## config.mk

```make
export PLATFORM = sky130hd
export DESIGN_NAME = aabb_pod_ctrl
export DESIGN_NICKNAME = d
export VERILOG_FILES = /design/src/rtl/aabb_pod_pkg.sv /design/src/rtl/aabb_pod_ctrl.sv
export SDC_FILE = /design/constraint.sdc
export NUM_CORES = 1
export LEC_CHECK = 0
export BUFFER_PORTS_ARGS = -buffer_cell sky130_fd_sc_hd__buf_2
export CELL_PAD_IN_SITES_DETAIL_PLACEMENT = 1
export CELL_PAD_IN_SITES_GLOBAL_PLACEMENT = 2
export CORE_MARGIN = 2
export CORE_UTILIZATION = 36
export DETAILED_ROUTE_END_ITERATION = 16
export PLACE_DENSITY = 0.9
export REMOVE_ABC_BUFFERS = 1
export SETUP_SLACK_MARGIN = 0.02
export SLEW_MARGIN = 15
export SYNTH_ARGS = -nofsm -noshare
export SYNTH_HDL_FRONTEND = slang
export SYNTH_SLANG_ARGS = --single-unit
```

## constraint.sdc

```tcl
create_clock -name clk -period 2.4 [get_ports clk]
set_input_delay 0.12 -clock clk [delete_from_list [all_inputs] [get_ports clk]]
set_output_delay 0.12 -clock clk [all_outputs]
set_load 0.01 [all_outputs]
```

## src/rtl/aabb_pod_pkg.sv

```systemverilog
`timescale 1ns / 1ps
`default_nettype none
// ----------------------------------------------------------------------------
// aabb_pod_pkg
// Shared widths and the controller-to-datapath command bundle of the
// box pair overlap detector.
// ----------------------------------------------------------------------------
package aabb_pod_pkg;

  localparam int POS_W    = 24;  // signed Q16.8 position and offset
  localparam int SIZE_W   = 20;  // unsigned Q12.8 width and height
  localparam int SCALE_W  = 16;  // unsigned Q8.8 scale
  localparam int IDX_W    = 6;   // result index field width
  localparam int CORNER_W = 34;  // signed Q.8 corner, holds every reachable value

  // datapath pipeline depth from captured item to settled corners
  localparam int CALC_STEPS = 3;

  localparam logic KIND_CLEAR = 1'b0;
  localparam logic KIND_BOX   = 1'b1;

  localparam logic STATUS_PAIR = 1'b0;
  localparam logic STATUS_DROP = 1'b1;

  typedef struct packed {
    logic capture;  // load the request fields
    logic ram_re;   // read the corner table at rd_addr
    logic ram_we;   // store the new corners at wr_addr
  } cmd_t;

endpackage
`default_nettype wire

```

## src/rtl/aabb_pod_ctrl.sv

```systemverilog
`timescale 1ns / 1ps
`default_nettype none
// ----------------------------------------------------------------------------
// aabb_pod_ctrl
// Sequencer: frame clear, full-table drop, corner wait, table store, one-entry-per-cycle scan that a full
// result register can stall, with a one-deep hold for the last-result mark, and the result register.
// ----------------------------------------------------------------------------
module aabb_pod_ctrl #(
  parameter int MAX_BOXES = 32
) (
  input  wire logic                               clk,
  input  wire logic                               rst,
  input  wire logic                               in_valid,
  input  wire logic                               in_kind,
  output      logic                               in_ready,
  input  wire logic                               hit,
  output      aabb_pod_pkg::cmd_t                 cmd,
  output      logic [$clog2(MAX_BOXES)-1:0]       rd_addr,
  output      logic [$clog2(MAX_BOXES)-1:0]       wr_addr,
  output      logic                               out_valid,
  input  wire logic                               out_ready,
  output      logic                               out_status,
  output      logic [aabb_pod_pkg::IDX_W-1:0]     out_older,
  output      logic [aabb_pod_pkg::IDX_W-1:0]     out_newer,
  output      logic                               out_last
);

  localparam int AW = $clog2(MAX_BOXES);
  localparam int CW = $clog2(MAX_BOXES + 1);
  localparam int IW = aabb_pod_pkg::IDX_W;
  localparam logic [CW-1:0] FULL      = CW'(MAX_BOXES);
  localparam logic [1:0]    CALC_LAST = 2'(aabb_pod_pkg::CALC_STEPS - 1);

  localparam logic [2:0] ST_IDLE  = 3'd0;
  localparam logic [2:0] ST_CALC  = 3'd1;
  localparam logic [2:0] ST_STORE = 3'd2;
  localparam logic [2:0] ST_SCAN  = 3'd3;
  localparam logic [2:0] ST_FLUSH = 3'd4;
  localparam logic [2:0] ST_DROP  = 3'd5;

  logic [2:0]    state, state_next;
  logic [CW-1:0] count, count_next;
  logic [1:0]    calc_cnt, calc_cnt_next;
  logic [CW-1:0] rd_idx, rd_idx_next;
  logic          cmp_valid, cmp_valid_next;
  logic [AW-1:0] cmp_idx, cmp_idx_next;
  logic          pend_valid, pend_valid_next;
  logic [AW-1:0] pend_idx, pend_idx_next;
  logic          out_valid_next, out_status_next, out_last_next;
  logic [IW-1:0] out_older_next, out_newer_next;
  logic          can_push, issue, stall;

  assign in_ready = (state == ST_IDLE);
  assign can_push = !out_valid || out_ready;
  assign rd_addr  = rd_idx[AW-1:0];
  assign wr_addr  = count[AW-1:0];

  always_comb begin
    state_next      = state;
    count_next      = count;
    calc_cnt_next   = calc_cnt;
    rd_idx_next     = rd_idx;
    cmp_valid_next  = cmp_valid;
    cmp_idx_next    = cmp_idx;
    pend_valid_next = pend_valid;
    pend_idx_next   = pend_idx;
    out_valid_next  = out_valid && !out_ready;
    out_status_next = out_status;
    out_older_next  = out_older;
    out_newer_next  = out_newer;
    out_last_next   = out_last;
    cmd             = '0;
    issue           = 1'b0;
    stall           = 1'b0;

    case (state)
      ST_IDLE: begin
        if (in_valid) begin
          if (in_kind == aabb_pod_pkg::KIND_CLEAR) begin
            count_next = '0;
          end else if (count == FULL) begin
            state_next = ST_DROP;
          end else begin
            cmd.capture   = 1'b1;
            calc_cnt_next = '0;
            state_next    = ST_CALC;
          end
        end
      end
      ST_CALC: begin
        calc_cnt_next = calc_cnt + 2'd1;
        if (calc_cnt == CALC_LAST) begin
          state_next = ST_STORE;
        end
      end
      ST_STORE: begin
        cmd.ram_we      = 1'b1;
        rd_idx_next     = '0;
        cmp_valid_next  = 1'b0;
        pend_valid_next = 1'b0;
        state_next      = ST_SCAN;
      end
      ST_SCAN: begin
        // a second hit with a pair still held needs room in the result register
        stall = cmp_valid && hit && pend_valid && !can_push;
        if (!stall) begin
          issue          = (rd_idx < count);
          cmd.ram_re     = issue;
          cmp_valid_next = issue;
          cmp_idx_next   = rd_idx[AW-1:0];
          if (issue) begin
            rd_idx_next = rd_idx + CW'(1);
          end
          if (cmp_valid && hit) begin
            if (pend_valid) begin
              out_valid_next  = 1'b1;
              out_status_next = aabb_pod_pkg::STATUS_PAIR;
              out_older_next  = IW'(pend_idx);
              out_newer_next  = IW'(count);
              out_last_next   = 1'b0;
            end
            pend_idx_next   = cmp_idx;
            pend_valid_next = 1'b1;
          end
          if (!issue && !cmp_valid) begin
            state_next = ST_FLUSH;
          end
        end
      end
      ST_FLUSH: begin
        if (!pend_valid) begin
          count_next = count + CW'(1);
          state_next = ST_IDLE;
        end else if (can_push) begin
          out_valid_next  = 1'b1;
          out_status_next = aabb_pod_pkg::STATUS_PAIR;
          out_older_next  = IW'(pend_idx);
          out_newer_next  = IW'(count);
          out_last_next   = 1'b1;
          pend_valid_next = 1'b0;
          count_next      = count + CW'(1);
          state_next      = ST_IDLE;
        end
      end
      ST_DROP: begin
        if (can_push) begin
          out_valid_next  = 1'b1;
          out_status_next = aabb_pod_pkg::STATUS_DROP;
          out_older_next  = '0;
          out_newer_next  = '0;
          out_last_next   = 1'b1;
          state_next      = ST_IDLE;
        end
      end
      default: begin
        state_next = ST_IDLE;
      end
    endcase
  end

  always_ff @(posedge clk) begin
    if (rst) begin
      state      <= ST_IDLE;
      count      <= '0;
      cmp_valid  <= 1'b0;
      pend_valid <= 1'b0;
      out_valid  <= 1'b0;
    end else begin
      state      <= state_next;
      count      <= count_next;
      cmp_valid  <= cmp_valid_next;
      pend_valid <= pend_valid_next;
      out_valid  <= out_valid_next;
    end
  end

  always_ff @(posedge clk) begin
    calc_cnt   <= calc_cnt_next;
    rd_idx     <= rd_idx_next;
    cmp_idx    <= cmp_idx_next;
    pend_idx   <= pend_idx_next;
    out_status <= out_status_next;
    out_older  <= out_older_next;
    out_newer  <= out_newer_next;
    out_last   <= out_last_next;
  end

  a_count_range: assert property (@(posedge clk) disable iff (rst)
    count <= FULL)
    else $error("entry count beyond table size");

  a_idle_clean: assert property (@(posedge clk) disable iff (rst)
    (state == ST_IDLE) |-> (!pend_valid && !cmp_valid))
    else $error("scan left work behind");

  a_cmp_in_table: assert property (@(posedge clk) disable iff (rst)
    cmp_valid |-> (CW'(cmp_idx) < count))
    else $error("compare of an entry outside the table");

  a_store_room: assert property (@(posedge clk) disable iff (rst)
    cmd.ram_we |-> (count < FULL))
    else $error("store into a full table");

  a_drop_shape: assert property (@(posedge clk) disable iff (rst)
    (out_valid && (out_status == aabb_pod_pkg::STATUS_DROP)) |->
      (out_last && (out_older == '0) && (out_newer == '0)))
    else $error("malformed drop result");

endmodule
`default_nettype wire

```

==> results.yml <==
run_status:
  run_status: "finished, final reports clean"
worst_setup_path:
  arrival_ps: 1980
  timing.critical_path.buf_inv: 1
  crit_required_ps: 2280
  crit_type: "reg -> out"
  critPathMaxStageDelay_ps: 490
  crit_fanout: 6
  crit_slowest_cell: "edfxtp_1"
  worstPathCellList: "ha_1 -> a21o_1 -> a31oi_1 -> o21ai_0 -> nor2_1 -> buf_2"
  start_kind: "flip-flop"
  crit_path_end_kind: "output pin"
  path_delay_family: "compound AO/OA/AOI/OAI gates"
route:
  detail_route.wl_per_cell_um: 16.5
  drc: 0
  drt_iter0_drc: 91
  vias: 1631
  antenna_left: 0
  vias_per_cell: 5.30
  drtPass1Iterations: 4
  wl_um: 5080
finish:
  drive_gt1_share_pct: 23.6
  layout_commonest_cell: "buf_2"
  finish.instance_area_um2: 2490
  nNetsFinal: 247
  most-common-layout-cells: "buf_2 (33), edfxtp_1 (31), nor2_1 (22)"
  antenna-diode-count: 0
  syn_to_final_growth_pct: 12.3
die:
  die_h_um: 82.4
  ios: 35
  rows: 28
  die_x_um: 82.4
  design.die.area_um2: 6790
  fp.coreArea_um2: 5920
  start_util_pct: 37.4
synth:
  yosysSeqAreaShare_pct: 52.9
  synth_seq_cells: 43
  syn_area_per_cell_um2: 10.8
  ys_warn_count: 0
  ys.flop_type: "edfxtp_1"
  synth_edf_count: 31
  synthArstFlopShare_pct: 0
  synth.distinct_cells: 52
  synth_cells: 205
  synth_area_um2: 2210
timing:
  rsz0062_at_grt: "no"
  fin_crit_sh_pct: 87.7
  setup_viol: 0
  drv_slew: 0
  min_period_ps: 2100
  skew_ps: 8.16
  finalHoldViolCount: 0
  layout_setup_ws_ps: 295
  tns_ps: 0
  max_freq_mhz: 475
cts:
  cts_buffers: 5
  clk_pin_slew_ps: 80
  cts_buffer_depth: 2
  cts_tree: "yes"
  postCtsSetupBuffers: 0
  cts.htree.levels: 2
  clock_latency_ps: 300
  cts-root-buf: "clkbuf_8"
  clock-sinks: 43
  hold_buffers: 0
  ctsResizeCount: 0
placed_design:
  portBuffers: 33
  post-place-ws_ps: 413
  place_area_um2: 2370
  gp_congestion: 0.774
  hpwl_um: 3840
flow_run:
  cap_violations: 0
grt:
  gr-total-overflow: 0
  busiest_layer: "met2"
  grt_use_met2_pct: 27.7
  grt_pass1_wl_um: 8350
  grt_pass1_vias: 1626
  met3_usage_pct: 3.04
  grt_max_degree: 15
  grt_usage_pct: 16.6
  antenna_found_initial: 0
  met1_usage_pct: 21.3
power:
  power_density_nw_per_um2: 716
  p_leak_nw: 0.972
  vdd_drop_max_mv: 0.236
  p_total_mw: 1.78
min_path:
  hp-class: "in -> reg"
==> cell usage after synthesis, types with 3 or more instances <==
master,count,area share [%]
a21o_1,3,1.0
a21oi_1,12,2.7
a31oi_1,4,1.1
and2_1,6,1.7
buf_4,13,4.4
dfxtp_1,12,11
edfxtp_1,31,42
ha_1,9,5.1
inv_1,11,1.9
nand2_1,9,1.5
nand2b_1,3,0.85
nand3_1,5,1.1
nand4_1,4,1.1
nor2_1,22,3.7
nor3_1,5,1.1
o21ai_0,11,2.5
or3_1,4,1.1
==> path summary, 6_finish.rpt <==
path         startpoint          end  slack, ps  cells after the start
min reg2reg  cmp_idx[0]  pend_idx[0]        420                      0
max           rd_idx[3]       cmd[1]        300                      6
max reg2reg   rd_idx[3]    rd_idx[4]        370                      6
min                 rst     count[1]        120                      2
==> worst reg2reg max path, stage by stage, from the launching register on <==
cell and delay, ps:
edfxtp_1 490, ha_1 370, a21o_1 180, a31oi_1 150
o21ai_0 170, o22ai_1 190, buf_4 190
==> layout make-up <==
cell class / instances / area (um2)
Clock buffer: 5 / 68.8
Clock inverter: 3 / 43.8
Fill cell: 659 / 3430
Inverter: 13 / 51.3
Multi-Input combinational cell: 132 / 862
Sequential cell: 43 / 1170
Tap cell: 75 / 93.8
Timing Repair Buffer: 37 / 195
==> registers in the layout, indices dropped and copies added, names as in the netlist, 2 cells and up <==
signal     flops
calc_cnt       2
count          6
rd_idx         6
pend_idx       5
state          3
cmp_idx        5
out_newer      6
out_older      5
==> metal layers <==
layer | routed length [um] | share of wire [%] | up-vias
li1 | - | - | 782
met1 | 2250 | 44 | 795
met2 | 2540 | 50 | 45
met3 | 200 | 3.9 | 9
met4 | 94 | 1.9 | 0
met5 | 0 | 0 | -
==> kinds of logic after synthesis <==
kind of cell,Yosys count,share of synthesized area (%)
AOI/OAI and AO/OA,43,11.9
xor gates and xnor gates,4,1.58
adders and majority gates,9,5.09
buffers and inverters,30,8.14
DFF,43,52.9
muxes,2,1.13
other,1,0.169
and+or+nand+nor,73,19.1
==> through the flow <==
stage / hold slack (ps) / std cells / util, %
6_report: 123 / 308 / 42.0
5_1_grt: 132 / 308 / 42.0
4_1_cts: 117 / 308 / 42.0
3_5_place_dp: 406 / 300 / 40.1
3_3_place_gp: 401 / 300 / 40.1
2_1_floorplan: 189 / 188 / -
==> power breakdown <==
part	total (mW)	internal, mW	switching, mW
Clock	0.569	0.310	0.259
Sequential	0.895	0.843	0.0511
Combinational	0.316	0.126	0.189
Note: power is estimated with default switching activity, not from simulation.
